## config.mk

```make
export PLATFORM = sky130hd
export DESIGN_NAME = console_line_editor_core
export DESIGN_NICKNAME = d
export VERILOG_FILES = /design/src/rtl/cle_pkg.sv /design/src/rtl/cle_ram.sv /design/src/rtl/cle_seq.sv /design/src/rtl/cle_dp.sv /design/src/rtl/console_line_editor_core.sv
export SDC_FILE = /design/constraint.sdc
export NUM_CORES = 2
export LEC_CHECK = 0
export BUFFER_PORTS_ARGS = -buffer_cell sky130_fd_sc_hd__buf_2
export CAP_MARGIN = 20
export CORE_MARGIN = 4
export CORE_UTILIZATION = 60
export CTS_BUF_LIST = sky130_fd_sc_hd__clkbuf_2
export CTS_CLUSTER_DIAMETER = 120
export CTS_CLUSTER_SIZE = 30
export DETAILED_ROUTE_END_ITERATION = 16
export PLACE_DENSITY = 0.74
export SLEW_MARGIN = 20
export SYNTH_ARGS = -nofsm -noshare
export SYNTH_HDL_FRONTEND = slang
export SYNTH_SLANG_ARGS = --single-unit
```

## constraint.sdc

```tcl
create_clock -name clk -period 4.85 [get_ports clk]
set_clock_uncertainty 0.2 [all_clocks]
set_input_delay 0.2425 -clock clk [delete_from_list [all_inputs] [get_ports clk]]
set_output_delay 0.2425 -clock clk [all_outputs]
set_load 0.05 [all_outputs]
```

## src/rtl/cle_pkg.sv

```systemverilog
package cle_pkg;

  localparam int LINE_DEPTH = 256;
  localparam int CUR_W      = $clog2(LINE_DEPTH);
  localparam int CHAR_W     = 8;
  localparam int COUNT_W    = 8;
  localparam int UPC_W      = 4;

  localparam logic [CHAR_W-1:0] CH_CR     = 8'h0D;
  localparam logic [CHAR_W-1:0] CH_LF     = 8'h0A;
  localparam logic [CHAR_W-1:0] CH_BS     = 8'h08;
  localparam logic [CHAR_W-1:0] CH_DEL    = 8'h7F;
  localparam logic [CHAR_W-1:0] CH_CTRL_W = 8'h17;
  localparam logic [CHAR_W-1:0] CH_CTRL_U = 8'h15;
  localparam logic [CHAR_W-1:0] CH_SPACE  = 8'h20;

  typedef logic [UPC_W-1:0] upc_t;

  typedef enum logic [0:0] {
    OP_RX   = 1'b0,
    OP_READ = 1'b1
  } opcode_t;

  typedef enum logic [1:0] {
    ECHO_NONE    = 2'd0,
    ECHO_CHAR    = 2'd1,
    ECHO_NEWLINE = 2'd2
  } echo_kind_t;

  typedef enum logic [2:0] {
    COND_NEVER,
    COND_ALWAYS,
    COND_DISPATCH,
    COND_CUR_ZERO,
    COND_CUR_FULL,
    COND_STOP_WORD,
    COND_CUR_GT_ONE,
    COND_OUT_FREE
  } cond_t;

  typedef enum logic [1:0] {
    RAM_NONE,
    RAM_WRITE,
    RAM_READ_IDX,
    RAM_READ_PREV
  } ram_op_t;

  typedef enum logic [1:0] {
    CUR_HOLD,
    CUR_INC,
    CUR_DEC,
    CUR_CLEAR
  } cur_op_t;

  typedef enum logic [1:0] {
    CNT_HOLD,
    CNT_INC,
    CNT_LOAD_CUR
  } cnt_op_t;

  typedef enum logic [1:0] {
    RES_NONE,
    RES_NEWLINE,
    RES_ECHO,
    RES_RDATA
  } res_op_t;

  typedef struct packed {
    cond_t   cond;
    upc_t    target;
    logic    hold;
    logic    take_in;
    logic    emit;
    ram_op_t ram_op;
    cur_op_t cur_op;
    cnt_op_t cnt_op;
    res_op_t res_op;
    logic    seen_upd;
  } ctrl_t;

  typedef struct packed {
    logic cur_zero;
    logic cur_full;
    logic cur_gt_one;
    logic stop_word;
    logic out_free;
  } stat_t;

  // microprogram entry points and steps
  localparam upc_t A_FETCH    = upc_t'(0);
  localparam upc_t A_NEWLINE  = upc_t'(1);
  localparam upc_t A_BS       = upc_t'(2);
  localparam upc_t A_BS_DO    = upc_t'(3);
  localparam upc_t A_KILL     = upc_t'(4);
  localparam upc_t A_PRINT    = upc_t'(5);
  localparam upc_t A_PRINT_DO = upc_t'(6);
  localparam upc_t A_READ     = upc_t'(7);
  localparam upc_t A_READ_DO  = upc_t'(8);
  localparam upc_t A_WORD     = upc_t'(9);
  localparam upc_t A_WORD_RD  = upc_t'(10);
  localparam upc_t A_WORD_CHK = upc_t'(11);
  localparam upc_t A_WORD_DO  = upc_t'(12);
  localparam upc_t A_EMIT     = upc_t'(13);

  function automatic ctrl_t ucode(upc_t addr);
    ctrl_t w;
    w = '0;
    unique case (addr)
      A_FETCH: begin
        w.cond    = COND_DISPATCH;
        w.hold    = 1'b1;
        w.take_in = 1'b1;
      end
      A_NEWLINE: begin
        w.res_op = RES_NEWLINE;
        w.cond   = COND_ALWAYS;
        w.target = A_EMIT;
      end
      A_BS: begin
        w.cond   = COND_CUR_ZERO;
        w.target = A_EMIT;
      end
      A_BS_DO: begin
        w.cur_op = CUR_DEC;
        w.cnt_op = CNT_INC;
        w.cond   = COND_ALWAYS;
        w.target = A_EMIT;
      end
      A_KILL: begin
        w.cnt_op = CNT_LOAD_CUR;
        w.cur_op = CUR_CLEAR;
        w.cond   = COND_ALWAYS;
        w.target = A_EMIT;
      end
      A_PRINT: begin
        w.cond   = COND_CUR_FULL;
        w.target = A_EMIT;
      end
      A_PRINT_DO: begin
        w.ram_op = RAM_WRITE;
        w.cur_op = CUR_INC;
        w.res_op = RES_ECHO;
        w.cond   = COND_ALWAYS;
        w.target = A_EMIT;
      end
      A_READ: begin
        w.ram_op = RAM_READ_IDX;
      end
      A_READ_DO: begin
        w.res_op = RES_RDATA;
        w.cond   = COND_ALWAYS;
        w.target = A_EMIT;
      end
      A_WORD: begin
        w.cond   = COND_CUR_ZERO;
        w.target = A_EMIT;
      end
      A_WORD_RD: begin
        w.ram_op = RAM_READ_PREV;
      end
      A_WORD_CHK: begin
        w.cond   = COND_STOP_WORD;
        w.target = A_EMIT;
      end
      A_WORD_DO: begin
        w.cur_op   = CUR_DEC;
        w.cnt_op   = CNT_INC;
        w.seen_upd = 1'b1;
        w.cond     = COND_CUR_GT_ONE;
        w.target   = A_WORD_RD;
      end
      A_EMIT: begin
        w.emit   = 1'b1;
        w.cond   = COND_OUT_FREE;
        w.target = A_FETCH;
        w.hold   = 1'b1;
      end
      default: begin
        w.cond   = COND_ALWAYS;
        w.target = A_FETCH;
      end
    endcase
    return w;
  endfunction

  function automatic upc_t dispatch(logic op, logic [CHAR_W-1:0] ch);
    upc_t a;
    priority if (op == OP_READ)                  a = A_READ;
    else if (ch == CH_CR || ch == CH_LF)         a = A_NEWLINE;
    else if (ch == CH_BS || ch == CH_DEL)        a = A_BS;
    else if (ch == CH_CTRL_W)                    a = A_WORD;
    else if (ch == CH_CTRL_U)                    a = A_KILL;
    else if (ch >= CH_SPACE && ch < CH_DEL)      a = A_PRINT;
    else                                         a = A_EMIT;
    return a;
  endfunction

endpackage

```

## src/rtl/cle_ram.sv

```systemverilog
module cle_ram #(
  parameter int WIDTH = 8,
  parameter int DEPTH = 256
) (
  input  logic                     clk,
  input  logic                     en,
  input  logic                     we,
  input  logic [$clog2(DEPTH)-1:0] addr,
  input  logic [WIDTH-1:0]         wdata,
  output logic [WIDTH-1:0]         rdata
);

  logic [WIDTH-1:0] mem [DEPTH];

  always_ff @(posedge clk) begin
    if (en) begin
      if (we) begin
        mem[addr] <= wdata;
      end else begin
        rdata <= mem[addr];
      end
    end
  end

endmodule

```

## src/rtl/cle_seq.sv

```systemverilog
module cle_seq (
  input  logic                          clk,
  input  logic                          rst,
  input  logic                          in_valid,
  input  logic                          opcode,
  input  logic [cle_pkg::CHAR_W-1:0]    rx_char,
  input  cle_pkg::stat_t                stat,
  output cle_pkg::ctrl_t                ctrl
);
  import cle_pkg::*;

  upc_t upc;
  upc_t upc_next;
  logic taken;

  assign ctrl = ucode(upc);

  always_ff @(posedge clk) begin
    if (rst) begin
      upc <= A_FETCH;
    end else begin
      upc <= upc_next;
    end
  end

  always_comb begin
    taken = 1'b0;
    unique case (ctrl.cond)
      COND_NEVER:      taken = 1'b0;
      COND_ALWAYS:     taken = 1'b1;
      COND_DISPATCH:   taken = in_valid;
      COND_CUR_ZERO:   taken = stat.cur_zero;
      COND_CUR_FULL:   taken = stat.cur_full;
      COND_STOP_WORD:  taken = stat.stop_word;
      COND_CUR_GT_ONE: taken = stat.cur_gt_one;
      COND_OUT_FREE:   taken = stat.out_free;
      default:         taken = 1'b0;
    endcase

    if (taken) begin
      upc_next = (ctrl.cond == COND_DISPATCH) ? dispatch(opcode, rx_char) : ctrl.target;
    end else if (ctrl.hold) begin
      upc_next = upc;
    end else begin
      upc_next = upc + upc_t'(1);
    end
  end

  // an accepted beat always leaves the fetch step
  a_leave_fetch: assert property (@(posedge clk) disable iff (rst)
    (upc == A_FETCH && in_valid) |=> upc != A_FETCH)
    else $error("sequencer stayed in fetch after accepting a beat");

  // the word walk only loops back while characters remain
  a_word_loop: assert property (@(posedge clk) disable iff (rst)
    (upc == A_WORD_RD) |-> !stat.cur_zero)
    else $error("word erase read below the start of the line");

endmodule

```

## src/rtl/cle_dp.sv

```systemverilog
module cle_dp (
  input  logic                          clk,
  input  logic                          rst,
  input  cle_pkg::ctrl_t                ctrl,
  output cle_pkg::stat_t                stat,
  input  logic                          in_valid,
  input  logic [cle_pkg::CHAR_W-1:0]    rx_char,
  input  logic [cle_pkg::CHAR_W-1:0]    read_index,
  output logic                          out_valid,
  input  logic                          out_stall,
  output logic [1:0]                    echo_kind,
  output logic [cle_pkg::CHAR_W-1:0]    echo_char,
  output logic [cle_pkg::COUNT_W-1:0]   erase_count,
  output logic                          line_done,
  output logic [cle_pkg::COUNT_W-1:0]   line_length,
  output logic [cle_pkg::CHAR_W-1:0]    read_data
);
  import cle_pkg::*;

  logic [CHAR_W-1:0]  ch;
  logic [CHAR_W-1:0]  idx;
  logic [CUR_W-1:0]   cursor;
  logic [CUR_W-1:0]   cursor_next;
  logic [COUNT_W-1:0] cnt;
  logic               seen;
  echo_kind_t         kind;
  logic [CHAR_W-1:0]  echo;
  logic               done;
  logic [CHAR_W-1:0]  rdata;

  logic               ram_en;
  logic               ram_we;
  logic [CUR_W-1:0]   ram_addr;
  logic [CHAR_W-1:0]  ram_q;
  logic               idx_ok;
  logic               take;
  logic               load_out;

  assign take     = ctrl.take_in && in_valid;
  assign load_out = ctrl.emit && stat.out_free;
  assign idx_ok   = ({1'b0, idx} < 9'(LINE_DEPTH));

  assign ram_en = (ctrl.ram_op != RAM_NONE);
  assign ram_we = (ctrl.ram_op == RAM_WRITE);

  always_comb begin
    unique case (ctrl.ram_op)
      RAM_NONE:      ram_addr = cursor;
      RAM_WRITE:     ram_addr = cursor;
      RAM_READ_IDX:  ram_addr = idx[CUR_W-1:0];
      RAM_READ_PREV: ram_addr = cursor - CUR_W'(1);
      default:       ram_addr = cursor;
    endcase
  end

  cle_ram #(
    .WIDTH (CHAR_W),
    .DEPTH (LINE_DEPTH)
  ) u_line_ram (
    .clk   (clk),
    .en    (ram_en),
    .we    (ram_we),
    .addr  (ram_addr),
    .wdata (ch),
    .rdata (ram_q)
  );

  always_comb begin
    stat.cur_zero   = (cursor == '0);
    stat.cur_full   = (cursor == CUR_W'(LINE_DEPTH - 1));
    stat.cur_gt_one = (cursor > CUR_W'(1));
    // a space after the word has been seen stops the walk
    stat.stop_word  = seen && (ram_q == CH_SPACE);
    stat.out_free   = !out_valid || !out_stall;
  end

  always_comb begin
    unique case (ctrl.cur_op)
      CUR_HOLD:  cursor_next = cursor;
      CUR_INC:   cursor_next = cursor + CUR_W'(1);
      CUR_DEC:   cursor_next = cursor - CUR_W'(1);
      CUR_CLEAR: cursor_next = '0;
      default:   cursor_next = cursor;
    endcase
  end

  always_ff @(posedge clk) begin
    if (rst) begin
      cursor    <= '0;
      out_valid <= 1'b0;
    end else begin
      cursor <= cursor_next;
      if (load_out) begin
        out_valid <= 1'b1;
      end else if (!out_stall) begin
        out_valid <= 1'b0;
      end
    end
  end

  always_ff @(posedge clk) begin
    if (take) begin
      ch    <= rx_char;
      idx   <= read_index;
      cnt   <= '0;
      seen  <= 1'b0;
      kind  <= ECHO_NONE;
      echo  <= '0;
      done  <= 1'b0;
      rdata <= '0;
    end else begin
      unique case (ctrl.cnt_op)
        CNT_HOLD:     cnt <= cnt;
        CNT_INC:      cnt <= cnt + COUNT_W'(1);
        CNT_LOAD_CUR: cnt <= COUNT_W'(cursor);
        default:      cnt <= cnt;
      endcase
      if (ctrl.seen_upd) begin
        seen <= seen | (ram_q != CH_SPACE);
      end
      unique case (ctrl.res_op)
        RES_NONE: ;
        RES_NEWLINE: begin
          kind <= ECHO_NEWLINE;
          done <= 1'b1;
        end
        RES_ECHO: begin
          kind <= ECHO_CHAR;
          echo <= ch;
        end
        RES_RDATA: rdata <= idx_ok ? ram_q : '0;
        default: ;
      endcase
    end
  end

  always_ff @(posedge clk) begin
    if (load_out) begin
      echo_kind   <= kind;
      echo_char   <= echo;
      erase_count <= cnt;
      line_done   <= done;
      line_length <= COUNT_W'(cursor);
      read_data   <= rdata;
    end
  end

  a_no_write_full: assert property (@(posedge clk) disable iff (rst)
    (ctrl.ram_op == RAM_WRITE) |-> !stat.cur_full)
    else $error("line store written with the line full");

  a_no_dec_empty: assert property (@(posedge clk) disable iff (rst)
    (ctrl.cur_op == CUR_DEC) |-> !stat.cur_zero)
    else $error("cursor decremented below zero");

  a_emit_loads: assert property (@(posedge clk) disable iff (rst)
    load_out |=> out_valid)
    else $error("result beat not presented after emit");

  a_cursor_range: assert property (@(posedge clk) disable iff (rst)
    cursor <= CUR_W'(LINE_DEPTH - 1))
    else $error("cursor beyond line depth");

endmodule

```

## src/rtl/console_line_editor_core.sv

```systemverilog
// console line editor
// in channel: in_valid/in_stall with opcode, rx_char and read_index. opcode 0 feeds
// one received console byte to the editor, opcode 1 reads one stored line byte.
// out channel: out_valid/out_stall with one result beat per input beat: echo_kind,
// echo_char, erase_count, line_done, line_length and read_data.
// a small microprogram steps a datapath holding the cursor and a 256 byte line ram.
// each item runs from the fetch step through the steps of its kind to the emit step;
// ignored bytes go straight to emit, and a backspace on an empty line or a printable
// byte on a full line skips its action step. a word erase walks back one character
// per loop and does one ram read per character walked, stopping at the start of the
// line or at a space before the word.
// the result beat is shown in the cycle after the emit step loads it; the next beat is taken
// right after that while the result waits in its register.
// reset clears the cursor and the output valid and holds in_stall high; the line
// ram is not cleared and a read of a never written position returns whatever it holds.
// while out_stall is high the result holds; the sequencer waits at its emit step
// with the next result and keeps in_stall high until the register frees.
module console_line_editor_core (
  input  logic                          clk,
  input  logic                          rst,
  input  logic                          in_valid,
  output logic                          in_stall,
  input  logic                          opcode,
  input  logic [cle_pkg::CHAR_W-1:0]    rx_char,
  input  logic [cle_pkg::CHAR_W-1:0]    read_index,
  output logic                          out_valid,
  input  logic                          out_stall,
  output logic [1:0]                    echo_kind,
  output logic [cle_pkg::CHAR_W-1:0]    echo_char,
  output logic [cle_pkg::COUNT_W-1:0]   erase_count,
  output logic                          line_done,
  output logic [cle_pkg::COUNT_W-1:0]   line_length,
  output logic [cle_pkg::CHAR_W-1:0]    read_data
);
  import cle_pkg::*;

  ctrl_t ctrl;
  stat_t stat;

  assign in_stall = rst || !ctrl.take_in;

  cle_seq u_seq (
    .clk      (clk),
    .rst      (rst),
    .in_valid (in_valid),
    .opcode   (opcode),
    .rx_char  (rx_char),
    .stat     (stat),
    .ctrl     (ctrl)
  );

  cle_dp u_dp (
    .clk         (clk),
    .rst         (rst),
    .ctrl        (ctrl),
    .stat        (stat),
    .in_valid    (in_valid),
    .rx_char     (rx_char),
    .read_index  (read_index),
    .out_valid   (out_valid),
    .out_stall   (out_stall),
    .echo_kind   (echo_kind),
    .echo_char   (echo_char),
    .erase_count (erase_count),
    .line_done   (line_done),
    .line_length (line_length),
    .read_data   (read_data)
  );

endmodule
```

==> key figures <==
Outcome
  • Run status: completed

Route
  • Final wirelength: 241.5 mm
  • DR vias/cell: 6.508
  • DR vias: 57.35k
  • DRC viols: 0
  • WL/cell: between 20 and 30 µm
  • Antenna Nets Post-Route: 0
  • Pre-antenna DRT Iters: 7
  • 1st-iter DRT viols: roughly 9.5k

Logic synthesis
  • Yosys reg bits: 2148
  • Top cells by area, synth: edfxtp_1 73%, nand2_1 7.2%, nand3_1 4.6%, mux2i_1 2.9%, buf_2 1.6%
  • Ys flop type: edfxtp_1
  • Seq/Total Area, Yosys: 0.7384
  • Synthesized area: 86790 µm²
  • Mapped Cells: 6623
  • Post-synth EDFFs: 2107
  • Synth async-reset ratio: 0
  • Avg Cell Area, Syn: 13.10 µm²
  • Synth area leader: edfxtp_1
  • Yosys warning count: 0
  • Syn nets: 6658
  • Yosys top cell area share: 0.7290
  • Synth unique cells: 90

STA
  • Fin worst setup slack: 0.07566 ns
  • Fin crit period: 4.774 ns
  • Worst-Margin Slew: 1.062 ns
  • Max Freq: 209.5 MHz
  • Max_slew headroom: 0.2921
  • Fin. Hold Viols: 0
  • Setup TNS: 0 ns
  • Final clock period utilization by the worst path: 0.9844
  • Final Setup Violations: 0
  • Final slew viol count: 0
  • RSZ-0062 raised after global routing: false

Clock tree
  • Clk sink count: 2148
  • Clk_lat worst skew: 1.83 ns
  • Clock Tree Root: clkbuf_2
  • CTS max path bufs: 3
  • Clock transition at the registers of the reported paths: 0.58 ns
  • CTS tree: done
  • TritonCTS buffer count: 82
  • H-tree depth: 3

Placement
  • Cell count after placement: between 8k and 9k
  • HPWL after DPL: 149.5 mm
  • Buffers on Ports: 57
  • GPL Wtd Cong: about 0.95
  • Post-place setup slack: -0.3105 ns

Floorplan
  • DIE WIDTH: 388.3 µm
  • FP Rows: 139
  • Core ar.: approximately 140000 µm²
  • IO Pins: 58
  • Die Height: 388.3 µm
  • Die area: 150800 µm²
  • Initial core utilization: 0.6042

Global route
  • GR Overflow Total: 0
  • Total track usage: 0.3149
  • Vias in the first global route: 54.29k
  • First-pass GRT wire length: approximately 360 mm
  • Largest net degree at the start of global routing: 191
  • Initial antenna violation count: 7

Worst setup path
  • Crit-path max cell delay: 0.56 ns
  • Cell Chain, Critical Path: inv_1 > ha_1 > and2_1 > a221oi_1 > a311oi_4 > buf_12 > nand2_1 > nor3_1 > o21ai_0 > a41oi_1 > nor4_2 > buf_4 > nand3_1 > or4_1
  • Worst Setup End Kind: flop
  • Crit start category: flop
  • Critical path peak fanout: 26
  • CP Class: reg -> reg
  • Crit-path slowest cell: a221oi_1
  • WP data arrival: 6.23 ns
  • Worst Path Buf+Inv: 3
  • Delay-heaviest family, CP: simple AND/OR/NAND/NOR gates
  • WP data required: approximately 6.3 ns

Finish
  • Final Util: 0.6492
  • Share of layout cells above drive strength 1: 0.1029
  • Final non-filler cell total: 8812
  • Final nets: 6914
  • Synth-to-Final Area Change: 7.446%

Power and ir drop
  • Reg power frac: 0.528
  • Clock share of power: 0.136
  • VDD IR-drop max: 0.2566 mV
  • Pleak: 31.68 nW
  • Internal power: 0.02616 W
  • Power per standard cell area: 439.6 nW/µm²
  • Comb power frac: 0.335
  • Switch Pwr: about 0.015 W
  • Pwr Total: a little over 0.04 W
  • Sw Share: 0.3620

Hold path
  • Worst hold-check path type: reg -> reg

Run
  • Max-capacitance violation count: 0
==> cells in the final DEF, fill, tap and decap left out, types with 76 or more instances in the layout <==
cell / n
dlygate4sd3_1: 76
nor2_1: 346
a31oi_1: 112
mux2i_1: 250
a21oi_1: 208
nand2_1: 1659
and3_1: 93
clkbuf_2: 103
buf_4: 430
nand3_1: 799
edfxtp_1: 2107
==> per-stage QoR <==
step,hold slack (ns),area (µm²)
after floorplan,0.1146,86790
after global placement,0.2143,91820
after detailed placement,0.2187,91820
after CTS,0.07610,93170
after global routing,0.2402,93240
final,0.1948,93260
==> per-layer routing <==
| layer | track usage | wire length [µm] | vias to the layer above |
|---|---|---|---|
| met5 | 0 | 62 | - |
| li1 | - | - | 24700 |
| met1 | 0.4472 | 89450 | 28010 |
| met4 | 0.1399 | 12280 | 10 |
| met3 | 0.07023 | 31330 | 554 |
| met2 | 0.4736 | 108400 | 4076 |
==> power groups by stage <==
stage                     sequential [W]  combinational [W]  clock [W]
final                             0.0217             0.0138    0.00559
after global routing              0.0217             0.0145    0.00629
after CTS                         0.0216             0.0134    0.00561
after detailed placement          0.0220             0.0133          0
after global placement            0.0220             0.0130          0
after floorplan                   0.0226            0.00738          0
==> synth_stat cells (all sizes together), types with 17 or more instances <==
cell	instances
mux2i	250
dfxtp	41
nor3	52
o21ai	68
and3	93
a21oi	210
nand2	1667
nor4	19
a221oi	17
a22oi	30
nor2	356
buf	366
a22o	17
a32oi	64
nand3	799
clkbuf	85
a31oi	112
edfxtp	2107
a21o	25
==> path summary, 6_finish.rpt <==
path / start / endpoint / slack, ns / depth (start not counted)
worst max register to register: u_dp.cursor[1]$_SDFFE_PP0P_ / u_dp.u_line_ram.rdata[4]$_DFFE_PP_ / 0.08 / 14
worst min register to register: u_dp.rdata[1]$_SDFFE_PP0N_ / u_dp.read_data[1]$_DFFE_PP_ / 0.19 / 0
worst max-delay path: u_dp.cursor[1]$_SDFFE_PP0P_ / u_dp.u_line_ram.rdata[4]$_DFFE_PP_ / 0.08 / 14
worst min-delay path: u_dp.rdata[1]$_SDFFE_PP0N_ / u_dp.read_data[1]$_DFFE_PP_ / 0.19 / 0
==> repair_timing <==
item                                   CTS  global route
endpoints found under the hold margin  108             0
buffers inserted                         0             0
hold buffers                            76             0
pin swaps                                0             2
setup endpoints to repair                2            24
gates resized for setup                  4            10
==> cell families after synthesis <==
group	Yosys count	share of synthesized area
buffers and inverters	465	0.02529
and+or+nand+nor	3058	0.1512
AOI/OAI and AO/OA	678	0.05285
DFF	2148	0.7384
xor gates and xnor gates	6	0.0006055
adders and majority gates	14	0.002018
muxes	254	0.02961
==> final cells by class <==
| cell class | instances | area [µm²] |
|---|---|---|
| timing repair buffer | 623 | 5483 |
| clock buffer | 103 | 515.5 |
| fill | 10230 | 50400 |
| inverter | 14 | 52.55 |
| tap | 1903 | 2381 |
| antenna | 7 | 17.52 |
| multi-input combinational | 4010 | 20650 |
| sequential | 2148 | 64090 |
| clock inverter | 4 | 57.56 |
==> sequential cells by signal, indices dropped and copies added, names as in the netlist <==
signal and count:
u_dp.rdata 8, u_seq.upc 4, u_dp.erase_count 8, u_dp.echo_char 8, u_dp.u_line_ram.mem 2048, u_dp.line_length 8
u_dp.ch 8, u_dp.echo_kind 2, u_dp.cnt 8, u_dp.seen 1, u_dp.line_done 1, u_dp.out_valid 1
u_dp.cursor 8, u_dp.u_line_ram.rdata 8, u_dp.read_data 8, u_dp.echo 8, u_dp.idx 8, u_dp.kind 2
u_dp.done 1
Power figures use the tool's default switching activity.
